===== src/rtsu_pkg.sv =====
`timescale 1ns / 1ps
// ----------------------------------------------------------------------------
// rtsu_pkg: route table insert/search shared definitions
// Field widths, status codes, register indexes and controller/datapath
// command and status bundles.
// ----------------------------------------------------------------------------
package rtsu_pkg;

    // Default table size, slot 0 included
    localparam int TABLE_SLOTS_DEF = 16;

    // Field widths
    localparam int ADDR_W   = 16;
    localparam int CHAN_W   = 8;
    localparam int KEY_W    = 2 * ADDR_W;
    localparam int HOPS_W   = 2 * ADDR_W + 2 * CHAN_W;
    localparam int ENTRY_W  = KEY_W + HOPS_W;
    localparam int STATUS_W = 3;
    localparam int SLOT_W   = 4;
    localparam int S_DATA_W = 80;
    localparam int M_DATA_W = 8;

    // Configuration port
    localparam int CFG_IDX_W  = 1;
    localparam int CFG_DATA_W = 16;
    localparam logic [CFG_IDX_W-1:0] REG_OWN_SOURCE      = 1'b0;
    localparam logic [CFG_IDX_W-1:0] REG_OWN_DESTINATION = 1'b1;

    // Operation codes
    localparam logic OP_INSERT = 1'b0;
    localparam logic OP_SEARCH = 1'b1;

    // Result status codes
    localparam logic [STATUS_W-1:0] ST_INSERTED  = 3'd0;
    localparam logic [STATUS_W-1:0] ST_DUPLICATE = 3'd1;
    localparam logic [STATUS_W-1:0] ST_FULL      = 3'd2;
    localparam logic [STATUS_W-1:0] ST_FOUND     = 3'd3;
    localparam logic [STATUS_W-1:0] ST_NOT_FOUND = 3'd4;

    // Controller to datapath
    typedef struct packed {
        logic start;   // latch request, restart scan
        logic scan;    // scan of stored routes in progress
        logic finish;  // commit result (and insert) this cycle
    } dp_cmd_t;

    // Datapath to controller
    typedef struct packed {
        logic scan_end;  // match found or all stored routes compared
        logic out_free;  // result register can take a new result
    } dp_sts_t;

endpackage


===== src/route_table_insert_search_unit.sv =====
`timescale 1ns / 1ps
// Each request scans the routes stored in the route RAM, one read per cycle;
//   a search stops early at the first match.
// One request is in work at a time, held by the route RAM scan; a new
//   request is taken while a result waits.
// Reset (aresetn, synchronous): clears the fill count, the own entry and the
//   result valid; RAM slots at or above the fill count read as empty.
// ----------------------------------------------------------------------------
// route_table_insert_search_unit: route table with insert and search
// Slot 0 is the node's own entry from configuration; slots 1 and up are
// filled in order by insert requests and scanned by both request kinds.
// ----------------------------------------------------------------------------
module route_table_insert_search_unit #(
    parameter int TABLE_SLOTS = rtsu_pkg::TABLE_SLOTS_DEF
) (
    input  logic                            aclk,
    input  logic                            aresetn,
    // configuration write port
    input  logic                            cfg_wr_en,
    input  logic [rtsu_pkg::CFG_IDX_W-1:0]  cfg_index,
    input  logic [rtsu_pkg::CFG_DATA_W-1:0] cfg_wdata,
    // request channel
    input  logic                            s_tvalid,
    output logic                            s_tready,
    // source_addr, dest_addr, receive_hop, send_hop, receive_channel, send_channel
    input  logic [rtsu_pkg::S_DATA_W-1:0]   s_tdata,
    // operation
    input  logic                            s_tuser,
    // result channel
    output logic                            m_tvalid,
    input  logic                            m_tready,
    // status, slot_index, zero pad
    output logic [rtsu_pkg::M_DATA_W-1:0]   m_tdata
);
    import rtsu_pkg::*;

    dp_cmd_t cmd;
    dp_sts_t sts;

    rtsu_ctrl u_ctrl (
        .aclk     (aclk),
        .aresetn  (aresetn),
        .s_tvalid (s_tvalid),
        .s_tready (s_tready),
        .sts      (sts),
        .cmd      (cmd)
    );

    rtsu_datapath #(
        .TABLE_SLOTS (TABLE_SLOTS)
    ) u_datapath (
        .aclk      (aclk),
        .aresetn   (aresetn),
        .cfg_wr_en (cfg_wr_en),
        .cfg_index (cfg_index),
        .cfg_wdata (cfg_wdata),
        .s_tdata   (s_tdata),
        .s_tuser   (s_tuser),
        .m_tvalid  (m_tvalid),
        .m_tready  (m_tready),
        .m_tdata   (m_tdata),
        .cmd       (cmd),
        .sts       (sts)
    );

    // one request in work at a time
    assert property (@(posedge aclk) disable iff (!aresetn)
        (s_tvalid && s_tready) |=> !s_tready)
        else $error("request taken while busy");

    // a committed result is presented next cycle
    assert property (@(posedge aclk) disable iff (!aresetn)
        cmd.finish |=> m_tvalid)
        else $error("result lost after commit");

    // status code in range
    assert property (@(posedge aclk) disable iff (!aresetn)
        m_tvalid |-> (m_tdata[2:0] <= ST_NOT_FOUND))
        else $error("bad status code");

    // no slot reported without an insert or a find
    assert property (@(posedge aclk) disable iff (!aresetn)
        (m_tvalid && ((m_tdata[2:0] == ST_DUPLICATE) || (m_tdata[2:0] == ST_FULL) ||
                      (m_tdata[2:0] == ST_NOT_FOUND))) |-> (m_tdata[6:3] == '0))
        else $error("slot index set without a slot");

endmodule


===== src/rtsu_ram.sv =====
`timescale 1ns / 1ps
// ----------------------------------------------------------------------------
// rtsu_ram: generic single-write, single-read RAM
// One write port, one read port with registered read data.
// ----------------------------------------------------------------------------
module rtsu_ram #(
    parameter int WIDTH  = 80,
    parameter int DEPTH  = 15,
    parameter int ADDR_W = 4
) (
    input  logic              aclk,
    input  logic              we,
    input  logic [ADDR_W-1:0] waddr,
    input  logic [WIDTH-1:0]  wdata,
    input  logic [ADDR_W-1:0] raddr,
    output logic [WIDTH-1:0]  rdata
);

    logic [WIDTH-1:0] mem [DEPTH];

    always_ff @(posedge aclk) begin
        if (we) begin
            mem[waddr] <= wdata;
        end
        rdata <= mem[raddr];
    end

endmodule


===== src/rtsu_ctrl.sv =====
`timescale 1ns / 1ps
// ----------------------------------------------------------------------------
// rtsu_ctrl: request sequencer
// Takes one request, runs the route scan, then commits the result.
// ----------------------------------------------------------------------------
module rtsu_ctrl (
    input  logic              aclk,
    input  logic              aresetn,
    input  logic              s_tvalid,
    output logic              s_tready,
    input  rtsu_pkg::dp_sts_t sts,
    output rtsu_pkg::dp_cmd_t cmd
);
    import rtsu_pkg::*;

    typedef enum logic [2:0] {
        IDLE   = 3'b001,
        SCAN   = 3'b010,
        FINISH = 3'b100
    } state_t;

    state_t state_reg, state_next;

    // next state
    always_comb begin
        state_next = state_reg;
        case (state_reg)
            IDLE: begin
                if (s_tvalid) begin
                    state_next = SCAN;
                end
            end
            SCAN: begin
                if (sts.scan_end) begin
                    state_next = FINISH;
                end
            end
            FINISH: begin
                if (sts.out_free) begin
                    state_next = IDLE;
                end
            end
            default: state_next = IDLE;
        endcase
    end

    always_ff @(posedge aclk) begin
        if (!aresetn) begin
            state_reg <= IDLE;
        end else begin
            state_reg <= state_next;
        end
    end

    // commands
    assign s_tready   = (state_reg == IDLE);
    assign cmd.start  = (state_reg == IDLE) && s_tvalid;
    assign cmd.scan   = (state_reg == SCAN);
    assign cmd.finish = (state_reg == FINISH) && sts.out_free;

endmodule


===== src/rtsu_datapath.sv =====
`timescale 1ns / 1ps
// ----------------------------------------------------------------------------
// rtsu_datapath: route store, scan compare and result register
// Routes fill the store in order, so a fill count marks which slots are
// in use; slots at or above the count read as empty (all zero).
// ----------------------------------------------------------------------------
module rtsu_datapath #(
    parameter int TABLE_SLOTS = rtsu_pkg::TABLE_SLOTS_DEF
) (
    input  logic                              aclk,
    input  logic                              aresetn,
    input  logic                              cfg_wr_en,
    input  logic [rtsu_pkg::CFG_IDX_W-1:0]    cfg_index,
    input  logic [rtsu_pkg::CFG_DATA_W-1:0]   cfg_wdata,
    input  logic [rtsu_pkg::S_DATA_W-1:0]     s_tdata,
    input  logic                              s_tuser,
    output logic                              m_tvalid,
    input  logic                              m_tready,
    output logic [rtsu_pkg::M_DATA_W-1:0]     m_tdata,
    input  rtsu_pkg::dp_cmd_t                 cmd,
    output rtsu_pkg::dp_sts_t                 sts
);
    import rtsu_pkg::*;

    localparam int DEPTH = TABLE_SLOTS - 1;
    localparam int AW    = (TABLE_SLOTS > 2) ? $clog2(TABLE_SLOTS) : 1;
    localparam int NW    = AW + 1;                 // slot number width
    localparam int IW    = (NW > SLOT_W) ? NW : SLOT_W;
    localparam logic [AW-1:0] DEPTH_CNT = AW'(DEPTH);

    // request and configuration registers
    logic                op_reg;
    logic [ADDR_W-1:0]   src_reg, dst_reg;
    logic [HOPS_W-1:0]   hops_reg;
    logic [ADDR_W-1:0]   own_src_reg, own_dst_reg;

    // scan state
    logic [AW-1:0]       count_reg, count_next;
    logic [AW-1:0]       rd_idx_reg;
    logic [AW-1:0]       cmp_idx_reg;
    logic                cmp_vld_reg;
    logic                found_reg;
    logic [AW-1:0]       found_idx_reg;

    // result register
    logic                m_valid_reg, m_valid_next;
    logic [STATUS_W-1:0] m_status_reg, res_status;
    logic [SLOT_W-1:0]   m_slot_reg, res_slot;

    // RAM ports
    logic                ram_we;
    logic [ENTRY_W-1:0]  ram_wdata, ram_rdata;
    logic [KEY_W-1:0]    rd_key;

    logic                issue, hit, zero_key, room, own_match;
    logic [NW-1:0]       found_num, count_num;
    logic [IW-1:0]       found_ext, count_ext;

    function automatic logic key_match(input logic [ADDR_W-1:0] ks,
                                       input logic [ADDR_W-1:0] kd,
                                       input logic [ADDR_W-1:0] s,
                                       input logic [ADDR_W-1:0] d);
        return ((s == ks) && (d == kd)) || ((s == kd) && (d == ks));
    endfunction

    rtsu_ram #(
        .WIDTH  (ENTRY_W),
        .DEPTH  (DEPTH),
        .ADDR_W (AW)
    ) u_store (
        .aclk  (aclk),
        .we    (ram_we),
        .waddr (count_reg),
        .wdata (ram_wdata),
        .raddr (rd_idx_reg),
        .rdata (ram_rdata)
    );

    // entry: key (src high, dst low) above the hops
    assign ram_wdata = {src_reg, dst_reg, hops_reg};
    assign rd_key    = ram_rdata[ENTRY_W-1 -: KEY_W];

    // scan: one read issued per cycle, compared in the next cycle
    assign issue = cmd.scan && (rd_idx_reg != count_reg);
    assign hit   = cmd.scan && cmp_vld_reg && !found_reg &&
                   key_match(rd_key[KEY_W-1 -: ADDR_W], rd_key[ADDR_W-1:0],
                             src_reg, dst_reg);

    assign sts.scan_end = found_reg || ((rd_idx_reg == count_reg) && !cmp_vld_reg);
    assign sts.out_free = !m_valid_reg || m_tready;

    // result decision
    assign zero_key  = (src_reg == '0) && (dst_reg == '0);
    assign room      = (count_reg != DEPTH_CNT);
    assign own_match = key_match(own_src_reg, own_dst_reg, src_reg, dst_reg);
    assign found_num = {1'b0, found_idx_reg} + NW'(1);
    assign count_num = {1'b0, count_reg} + NW'(1);
    assign found_ext = IW'(found_num);
    assign count_ext = IW'(count_num);

    always_comb begin
        res_status = ST_NOT_FOUND;
        res_slot   = '0;
        if (op_reg == OP_INSERT) begin
            if (own_match || found_reg || (zero_key && room)) begin
                res_status = ST_DUPLICATE;
            end else if (room) begin
                res_status = ST_INSERTED;
                res_slot   = count_ext[SLOT_W-1:0];
            end else begin
                res_status = ST_FULL;
            end
        end else begin
            if (found_reg) begin
                res_status = ST_FOUND;
                res_slot   = found_ext[SLOT_W-1:0];
            end else if (zero_key && room) begin
                // first empty slot holds 0/0
                res_status = ST_FOUND;
                res_slot   = count_ext[SLOT_W-1:0];
            end
        end
    end

    assign ram_we     = cmd.finish && (op_reg == OP_INSERT) && (res_status == ST_INSERTED);
    assign count_next = ram_we ? count_reg + AW'(1) : count_reg;

    always_comb begin
        m_valid_next = m_valid_reg;
        if (cmd.finish) begin
            m_valid_next = 1'b1;
        end else if (m_tready) begin
            m_valid_next = 1'b0;
        end
    end

    // control state
    always_ff @(posedge aclk) begin
        if (!aresetn) begin
            count_reg   <= '0;
            own_src_reg <= '0;
            own_dst_reg <= '0;
            m_valid_reg <= 1'b0;
            cmp_vld_reg <= 1'b0;
            found_reg   <= 1'b0;
            rd_idx_reg  <= '0;
        end else begin
            count_reg   <= count_next;
            m_valid_reg <= m_valid_next;
            if (cfg_wr_en && (cfg_index == REG_OWN_SOURCE)) begin
                own_src_reg <= cfg_wdata;
            end
            if (cfg_wr_en && (cfg_index == REG_OWN_DESTINATION)) begin
                own_dst_reg <= cfg_wdata;
            end
            if (cmd.start) begin
                rd_idx_reg  <= '0;
                cmp_vld_reg <= 1'b0;
                found_reg   <= 1'b0;
            end else begin
                cmp_vld_reg <= issue;
                if (issue) begin
                    rd_idx_reg <= rd_idx_reg + AW'(1);
                end
                if (hit) begin
                    found_reg <= 1'b1;
                end
            end
        end
    end

    // payload registers
    always_ff @(posedge aclk) begin
        if (cmd.start) begin
            op_reg   <= s_tuser;
            src_reg  <= s_tdata[15:0];
            dst_reg  <= s_tdata[31:16];
            // receive_hop, send_hop, receive_channel, send_channel, high to low
            hops_reg <= {s_tdata[47:32], s_tdata[63:48], s_tdata[71:64], s_tdata[79:72]};
        end
        if (issue) begin
            cmp_idx_reg <= rd_idx_reg;
        end
        if (hit) begin
            found_idx_reg <= cmp_idx_reg;
        end
        if (cmd.finish) begin
            m_status_reg <= res_status;
            m_slot_reg   <= res_slot;
        end
    end

    assign m_tvalid = m_valid_reg;
    assign m_tdata  = {1'b0, m_slot_reg, m_status_reg};

endmodule


===== config.mk =====
export PLATFORM = sky130hd
export DESIGN_NAME = route_table_insert_search_unit
export DESIGN_NICKNAME = d
export VERILOG_FILES = /design/src/rtsu_pkg.sv /design/src/route_table_insert_search_unit.sv /design/src/rtsu_ram.sv /design/src/rtsu_ctrl.sv /design/src/rtsu_datapath.sv
export SDC_FILE = /design/constraint.sdc
export NUM_CORES = 1
export LEC_CHECK = 0
export ABC_AREA = 0
export BUFFER_PORTS_ARGS = -buffer_cell sky130_fd_sc_hd__buf_2
export CAP_MARGIN = 20
export CORE_ASPECT_RATIO = 0.75
export CORE_MARGIN = 10
export CORE_UTILIZATION = 55
export DETAILED_ROUTE_END_ITERATION = 8
export PLACE_DENSITY = 0.79
export SYNTH_ARGS = -nofsm -noshare
export SYNTH_HDL_FRONTEND = slang
export SYNTH_SLANG_ARGS = --single-unit

===== constraint.sdc =====
create_clock -name aclk -period 4.67 [get_ports aclk]
set_input_delay 0.2335 -clock aclk [delete_from_list [all_inputs] [get_ports aclk]]
set_output_delay 0.2335 -clock aclk [all_outputs]
set_load 0.02 [all_outputs]

**Yosys cells after proc, flatten, opt, wreduce, memory -nomap -nowiden**

Memory sizes are Yosys's and may differ from the RTL's. A register that Yosys moved wholly into a read port is not among the register bits.
Cells that the tools add are included.

- Register bits after elaboration: 142
- Bits in writable memories: 1,200
- Input bits: 103
- Output and inout port bits: 10
- Memories kept: 1

- $add $sub $neg: 4
- Equal/unequal tests: 17
- Multiplexer cells: 18
- Bitwise gates (word level): 3
- Reductions and logical operators: 32

Memories:

| memory | depth | bits a word | read ports | clocked after memory_dff | write ports | line | text |
|---|---|---|---|---|---|---|---|
| u_datapath.u_store.mem | 15 | 80 | 1 | 1 | 1 | rtsu_ram.sv:19 | `logic [WIDTH-1:0] mem [DEPTH];` |

Operators with widths:

| operator | number |
|---|---|
| 16-bit equality test | 8 |
| 16-bit logical NOT | 2 |
| 3-bit two-way mux | 7 |
| 4-bit two-way mux | 5 |
| 1-bit logical AND | 17 |
| 4-bit by 1-bit adder with 4-bit output (second input constant) | 4 |
| 3-bit one-hot mux with 3 select lines | 1 |
| 1-bit logical OR | 6 |
| 4-bit equality test | 1 |
| 1-bit two-way mux | 4 |
| 2-bit inequality test (second input constant) | 2 |
| 4-bit inequality test | 1 |
| 4-bit inequality test (second input constant) | 1 |
| 3-bit by 1-bit equality test with 1-bit output (second input constant) | 1 |
| 3-bit by 2-bit equality test with 1-bit output (second input constant) | 1 |
| 3-bit equality test (second input constant) | 1 |
| 1-bit logical NOT | 3 |
| 3-bit logical NOT | 1 |
| 1-bit NOT | 3 |
| 3-bit AND reduction | 1 |
| 2-bit two-way mux | 1 |
| 2-bit by 1-bit inequality test with 1-bit output (second input constant) | 1 |
| 2-bit nonzero test | 1 |
| 2-bit OR reduction | 1 |

**Longest topological paths before layout**

Gate-level depths: netlist of run 1.

- Word-level depth: 11
- Gate-level depth with buffers: 8
- Mapped depth without buffers: 7

**By module**

Synthesis of run 1 repeated with hierarchy kept, for this count alone.

- Cells, all modules: 2,762
- Area, all modules: 53,618.9 µm²

Modules (own cells, without submodules):

| module | instances | cells an instance | area each (µm²) | sequential area each (µm²) |
|---|---|---|---|---|
| rtsu_ram | 1 | 2,190 | 46,975.1 | 37,636.1 |
| rtsu_datapath | 1 | 549 | 6,427.4 | 3,743.6 |
| rtsu_ctrl | 1 | 23 | 216.5 | 60.1 |

**Worst setup path before layout of run 1**

Ideal clock, no wire load.

- Path kind: register to register
- Start: register u_ctrl.state_reg[2]
- End: memory u_datapath.u_store.mem[3][48], enable pin
- Setup time: 502 ps
- Arrival: 4,423 ps
- Setup slack: -255 ps
- Cell stages (with the launch flop): 5
- Path buffers: 0
- Period minus slack after synthesis: 4,925 ps
- Cell sequence: dfxtp_1 -> nor3b_1 -> nor2b_1 -> nand4_1 -> nor4_1

RTL lines:

| what | line | text |
|---|---|---|
| start: declaration | rtsu_ctrl.sv:22 | `state_t state_reg, state_next;` |
| start signal: assignment | rtsu_ctrl.sv:51 | `state_reg <= state_next;` |
| end: declaration | rtsu_ram.sv:19 |  |

**Worst setup path after layout of run 1**

- Start: register u_datapath.src_reg[1]
- End: memory u_datapath.u_store.mem[14][67], enable pin

- Longest elaborated chain between the ends: 11

Ends and longest elaborated chain:

| what | line | text |
|---|---|---|
| start: declaration | rtsu_datapath.sv:33 | `logic [ADDR_W-1:0] src_reg, dst_reg;` |
| start signal: assignment | rtsu_datapath.sv:176 | `src_reg <= s_tdata[15:0];` |
| 16-bit equality test | rtsu_datapath.sv:63 | `return ((s == ks) && (d == kd)) \|\| ((s == kd) && (d == ks));` |
| 1-bit logical AND | rtsu_datapath.sv:63 |  |
| 1-bit logical OR | rtsu_datapath.sv:63 |  |
| 1-bit logical OR (2 in series) | rtsu_datapath.sv:105 | `if (own_match \|\| found_reg \|\| (zero_key && room)) begin` |
| 3-bit two-way mux | rtsu_datapath.sv:105 |  |
| 3-bit two-way mux (*) | rtsu_datapath.sv:104 | `if (op_reg == OP_INSERT) begin` |
| 3-bit logical NOT (*) | rtsu_datapath.sv:125 | `assign ram_we = cmd.finish && (op_reg == OP_INSERT) && (res_status == ST_INSERTED);` |
| 1-bit logical AND (*) | rtsu_datapath.sv:125 |  |
| 1-bit two-way mux (*) | rtsu_ram.sv:22 | `if (we) begin` |
| 1-bit two-way mux (implied by the code) (*) | rtsu_ram.sv:23 | `mem[waddr] <= wdata;` |

Mark *: on every way between the ends. The rest lies on a longest branch, timed or not.

==> results of run 1 <==
cell type report:
type | count | area share [%]
sequential | 606 | 63.4
multi-input combinational | 611 | 22.6
clock buffer | 76 | 5.43
timing repair buffer | 151 | 4.74
tap | 578 | 2.63
clock inverter | 24 | 1.10
inverter | 7 | 0.0955
worst max path at each step:
stage | start | end | slack, ns | cells past startpoint
floorplan | u_ctrl.state_reg[2]$_SDFFE_PN0P_ | u_datapath.u_store.mem[3][48]$_DFFE_PP_ | 1.06 | 4
global placement | u_datapath.dst_reg[6]$_DFFE_PP_ | u_datapath.u_store.mem[14][59]$_DFFE_PP_ | 1.29 | 7
global route | u_datapath.src_reg[1]$_DFFE_PP_ | u_datapath.u_store.mem[14][57]$_DFFE_PP_ | 0.78 | 7
detailed placement | u_datapath.dst_reg[6]$_DFFE_PP_ | u_datapath.u_store.mem[14][64]$_DFFE_PP_ | 1.16 | 7
CTS | u_datapath.src_reg[1]$_DFFE_PP_ | u_datapath.u_store.mem[5][65]$_DFFE_PP_ | 1.08 | 7
finish | u_datapath.src_reg[1]$_DFFE_PP_ | u_datapath.u_store.mem[14][67]$_DFFE_PP_ | 0.93 | 7
layer usage:
metal | track usage [%] | vias to the layer above | routed length [um]
li1 | - | 5367 | -
met1 | 31.5 | 6567 | 23700
met2 | 32.6 | 608 | 26200
met3 | 5.25 | 97 | 5840
met4 | 5.42 | 2 | 1280
met5 | 0 | - | 13
worst register-to-register path: stages (launching register included):
cell and delay [ns]:
edfxtp_1 0.98, nor4_2 0.14, nand4_1 0.32, o31a_1 0.29, nand4_2 0.17, nor2_2 0.43
and3_2 0.81, buf_12 0.29
power breakdown:
group          total (mW)  internal [mW]  switching [mW]
Clock                4.48           2.52            1.96
Combinational       0.279          0.122           0.157
Sequential           6.08           5.95           0.135
Total                10.8           8.59            2.25
cells in the final DEF (no fill, tap or decap), types with 9 or more instances in the layout:
cell type,Yosys,routed
nor4_1,37,36
clkbuf_16,0,53
clkbuf_1,29,15
nor2_1,9,9
and3_2,0,14
nand4_1,11,11
dlygate4sd3_1,0,51
mux2i_1,35,35
buf_12,0,16
buf_2,35,63
mux4_2,128,128
buf_4,4,21
nand2_1,107,107
dfxtp_1,78,74
edfxtp_1,528,528
o21ai_0,38,38
xor2_1,131,131
a21boi_0,34,34
cell usage after synthesis, types with 2 or more instances:
library cell  count
and2_1            4
ha_1              6
clkbuf_1         29
xor2_1          131
nand4_1          11
nor3b_1           3
xnor2_1           8
a21boi_0         34
and3_1           15
o21ai_0          38
edfxtp_1        528
nand3_1           6
mux2i_1          35
buf_6            14
buf_1             5
nor2b_1           6
nor4_2            5
dfxtp_1          78
inv_1             7
or3_1             3
mux4_2          128
o31ai_1           2
a21oi_1           3
buf_4             4
nor2_1            9
nand2_1         107
o22ai_1           3
buf_2            35
nand2b_1          2
nor4_1           37
stage by stage:
step | std cells | cell area [um^2] | total power, mW
after CTS | 2053 | 27500 | 10.9
after global placement | 1901 | 25200 | 6.42
final | 2053 | 27500 | 10.8
after floorplan | 1312 | 24100 | 6.29
after global routing | 2053 | 27500 | 11.1
after detailed placement | 1902 | 25200 | 6.44
cell families (layout without fill, tap and decap cells):
family | Yosys count | count (layout) | synth area share, %
adders and majority gates | 6 | 6 | 0.311
DFF | 606 | 606 | 72.2
AOI/OAI and AO/OA | 90 | 90 | 2.45
other | 1 | 1 | 0.0155
xor gates and xnor gates | 139 | 139 | 5.04
buffers and inverters | 95 | 258 | 2.16
and+or+nand+nor | 212 | 212 | 4.46
muxes | 163 | 163 | 13.4
==> impl_metrics.csv, run 1 <==
group,metric,value,unit
die,ios,113,
placed_design,numPortBuffers,63,
layout,largest_register_ffs,480,
layout,top_register,"u_datapath.u_store.mem",
layout,multiInputGateArea,0.00623,mm^2
placed_design,hpwl,33.4,mm
die,fp.dieH,201,um
routing,avgViaCountPerCell,6.16,
sta,tns,0,ns
routing,drc,0,
hold_path,hold_path_depth,2,
routing,dr.pass1.iters,5,
cts,clkLatencyLatePin,0.61,ns
setup_path,rr_startpoint,"u_datapath.src_reg[1]$_DFFE_PP_",
hold_path,holdCritStartpoint,"aresetn",
cts,htreeDepth,2,
setup_path,cp.buffers_inverters,1,
setup_path,r2r_cells,7,
cts,cts_tree,"done",
global_routing,grt_pass1_vias,12800,
synth,synth_edf_count,528,
layout,diodes,0,
job,max-cap-violations,0,
placed_design,gp_congestion,0.939,
sta,skew,0.0295,ns
die,fp.dieW,262,um
setup_path,required,4.96,ns
setup_path,timing.rr.end,"u_datapath.u_store.mem[14][67]$_DFFE_PP_",
setup_path,ff2ff_setup_slack,0.93,ns
die,start_util,55.7,%
layout,fill_cells,2916,
synth,synth.area.top_cells,"edfxtp_1 (66%), mux4_2 (12%), dfxtp_1 (6.5%)",
setup_path,slowest_delay,0.98,ns
layout,drive_gt1_share,23.0,%
setup_path,end_kind,"flop",
layout,largest_registers,"u_datapath.u_store.mem: 480 flops, u_datapath.u_store.rdata: 32 flops",
power_and_ir_drop,powerDensity,394,mW/mm^2
cts,cts.root.buffer_cell,"clkbuf_16",
cts,cts_buffers,53,
sta,hold_ws,0.166,ns
cts,hold_buffers,51,
sta,rsz0062_at_grt,"no",
synth,ys_ff_latch,606,
cts,post_cts_resized,0,
synth,synth_flop_cell,"edfxtp_1",
setup_path,path_cells,"nor4_2 > nand4_1 > o31a_1 > nand4_2 > nor2_2 > and3_2 > buf_12",
routing,vias,12600,
layout,regArea,0.0174,mm^2
synth,yosysSeqAreaShare,72.2,%
cts,cts_num_sinks,606,
synth,syn_inst,1312,
routing,postRouteAntennaNets,0,
routing,post_drt_wl_per_cell,27.8,um
global_routing,grt_pass1_wl,84.5,mm
hold_path,hold_end,"u_ctrl.state_reg[0]$_SDFFE_PN1P_",
setup_path,start_kind,"flop",
global_routing,grt.overflow.total,0,
power_and_ir_drop,p_leak,8.86,nW
cts,clk_pin_slew,0.07,ns
global_routing,grt_max_degree,83,
routing,drt_wl_total,57.0,mm
die,core,0.0434,mm^2
synth,synth_warnings,0,
synth,synth.distinct_cells,46,
sta,setup_slack,0.929,ns
cts,clk_path_buf_depth,3,
synth,synth_nets,1421,
routing,first_iter_violations,1486,
global_routing,antenna_found_initial,2,
layout,syn2layout_area_growth,14.0,%
global_routing,grtUsageTotal,21.7,%
setup_path,worst-setup-path-type,"flop to flop",
sta,fmax,267,MHz
sta,finalCritPeriodShare,80.1,%
sta,worst_pin_slew,0.973,ns
sta,drv_slew,0,
die,fp-row-count,66,
synth,syn_area,0.0241,mm^2
hold_path,hp-class,"input pin to flop",
status,status,"complete, no violations",
cts,post_cts.repair.setup_buffers,0,
layout,final_util,63.4,%
setup_path,cp_slowest_cell,"edfxtp_1",
synth,synth.avg_cell_area,18.4,um^2
synth,netlist.area_leader.share,65.7,%
power_and_ir_drop,ir_worst_vdd,0.342,mV
setup_path,crit_family,"simple AND/OR/NAND/NOR gates",
synth,synth_top_area_cell,"edfxtp_1",
sta,period_minus_slack,3.74,ns
setup_path,cp.arrival,4.03,ns
die,dieArea,0.0527,mm^2
layout,layout.nets,1539,
sta,slew_headroom,35.1,%
placed_design,place_ws,1.16,ns
sta,finalSetupViolCount,0,
setup_path,crit_fanout,20,
sta,final-hold-violation-count,0,
synth,asyncSetResetFlopFracSynth,0,%
No activity file was read; power rests on OpenSTA's default activity.
==> run 2, diff against run 1 <==
clock period = 3.25 ns   (was 4.67 ns; I/O delays follow)
==> run 2 against run 1 <==
Clock skew is 0.0024 ns higher. Worst setup slack worse by 0.67 ns. Clock power increased by 40%. Final area is 0.96% higher. First-iteration DRC count rose by 11%. Cell count grew 1.9%. Critical path depth unchanged. Largest cell class unchanged.
==> impl_metrics.csv, run 2 (synthesis results as in run 1) <==
group,metric,value,unit
status,status,"complete, no violations",
cts,clkLatencyLatePin,0.61,ns
layout,drive_gt1_share,25.2,%
sta,skew,0.0319,ns
die,ios,113,
sta,finalSetupViolCount,0,
layout,most-common-layout-cells,"edfxtp_1 (528), xor2_1 (131), mux4_2 (128)",
sta,worst_pin_slew,0.734,ns
sta,rsz0062_at_grt,"no",
die,dieArea,0.0527,mm^2
hold_path,hp-class,"input pin to flop",
setup_path,path_cells,"buf_4 > xor2_1 > nor4_1 > nand4_1 > o22ai_1 > nand3_1 > nor2_1",
sta,slew_headroom,51.0,%
global_routing,grt_max_degree,62,
routing,dr.pass1.iters,5,
routing,avgViaCountPerCell,6.11,
placed_design,dp_cells,1943,
cts,clk_path_buf_depth,3,
setup_path,cp.buffers_inverters,1,
routing,post_drt_wl_per_cell,27.8,um
die,start_util,55.7,%
cts,clk_pin_slew,0.06,ns
layout,top_register,"u_datapath.u_store.mem",
power_and_ir_drop,ir_worst_vdd,0.563,mV
global_routing,grt.overflow.total,0,
cts,cts_buffers,53,
global_routing,grtUsageTotal,22.2,%
sta,period_minus_slack,2.99,ns
global_routing,grt_pass1_wl,85.8,mm
setup_path,crit_fanout,17,
die,fp.dieW,262,um
setup_path,slowest_delay,0.60,ns
die,core,0.0434,mm^2
routing,postRouteAntennaNets,0,
setup_path,crit_start,"u_datapath.dst_reg[1]$_DFFE_PP_",
placed_design,gp_congestion,0.938,
power_and_ir_drop,p_leak,9.05,nW
die,fp-row-count,66,
routing,first_iter_violations,1648,
placed_design,numPortBuffers,63,
setup_path,rr_startpoint,"u_datapath.dst_reg[1]$_DFFE_PP_",
layout,stdcell_count,2092,
sta,tns,0,ns
die,fp.dieH,201,um
power_and_ir_drop,powerDensity,556,mW/mm^2
layout,layout.nets,1580,
layout,syn2layout_area_growth,15.1,%
sta,drv_slew,0,
setup_path,cp_slowest_cell,"edfxtp_1",
cts,htreeDepth,2,
placed_design,hpwl,34.7,mm
setup_path,cp.arrival,3.25,ns
routing,drc,0,
sta,final-hold-violation-count,0,
layout,largest_registers,"u_datapath.u_store.mem: 480 flops, u_datapath.u_store.rdata: 32 flops",
job,max-cap-violations,0,
setup_path,required,3.51,ns
global_routing,antenna_found_initial,1,
layout,largest_register_ffs,480,
routing,vias,12800,
hold_path,holdCritStartpoint,"aresetn",
sta,finalCritPeriodShare,92.0,%
global_routing,grt_pass1_vias,12900,
setup_path,end_kind,"flop",
cts,cts_num_sinks,606,
cts,cts_tree,"done",
layout,mostFrequentLayoutCell,"edfxtp_1",
setup_path,crit_family,"simple AND/OR/NAND/NOR gates",
setup_path,worst-setup-path-type,"flop to flop",
sta,fmax,335,MHz
routing,drt_wl_total,58.3,mm
cts,cts.root.buffer_cell,"clkbuf_16",
setup_path,start_kind,"flop",
run 2: report_power, final:
group | total [mW] | switching (mW) | leakage (nW) | internal [mW]
logic | 0.484 | 0.285 | 2.78 | 0.198
registers | 8.68 | 0.142 | 5.42 | 8.54
clock network | 6.26 | 2.76 | 0.846 | 3.50
total | 15.4 | 3.19 | 9.05 | 12.2
run 2: layer usage:
layer	vias to the layer above	global-route usage (%)	part of all wire [%]
met5	-	0	0
met4	0	5.81	2.3
met3	103	5.78	11
met2	652	33.2	46
met1	6602	31.9	41
li1	5433	-	-
run 2: final cells by class:
| type | count | area [um^2] |
|---|---|---|
| Sequential cell | 606 | 17400 |
| Fill cell | 2914 | 15600 |
| Multi-Input combinational cell | 611 | 6240 |
| Timing Repair Buffer | 192 | 1640 |
| Clock buffer | 73 | 1470 |
| Tap cell | 578 | 723 |
| Clock inverter | 24 | 244 |
| Inverter | 7 | 26.3 |
| Antenna cell | 1 | 2.50 |
run 2: repair_timing:
item	4_1_cts	5_1_grt
hold buffers	51	0
resized for setup	0	2
hold endpoints to repair	68	0
setup buffers	0	0
endpoints found under the setup margin	0	105
run 2: worst register-to-register path, cell delays in order, from the launching register on:
cell and delay, ns:
edfxtp_1 0.60, buf_4 0.31, xor2_1 0.20, nor4_1 0.39, nand4_1 0.14, o22ai_1 0.51, nand3_1 0.20, nor2_1 0.31
run 2: final timing paths:
kind / end / slack, ns / cells after the start
hold / removal: u_ctrl.state_reg[0]$_SDFFE_PN1P_ / 0.11 / 2
setup / recovery: u_datapath.found_idx_reg[0]$_DFFE_PP_ / 0.26 / 7
hold reg to reg: u_datapath.found_idx_reg[0]$_DFFE_PP_ / 0.42 / 0
setup reg to reg: u_datapath.found_idx_reg[0]$_DFFE_PP_ / 0.26 / 7
run 2: stage by stage:
stage	power [mW]	area, um^2	util [%]	setup slack (ns)	hold slack [ns]
floorplan	9.04	24100	-	0.351	0.261
global placement	9.26	25500	58.9	0.279	0.339
detailed placement	9.28	25500	58.9	0.184	0.341
CTS	15.5	27800	64.0	0.144	0.0981
global route	15.9	27800	64.0	0.0596	0.133
finish	15.4	27800	64.0	0.261	0.114
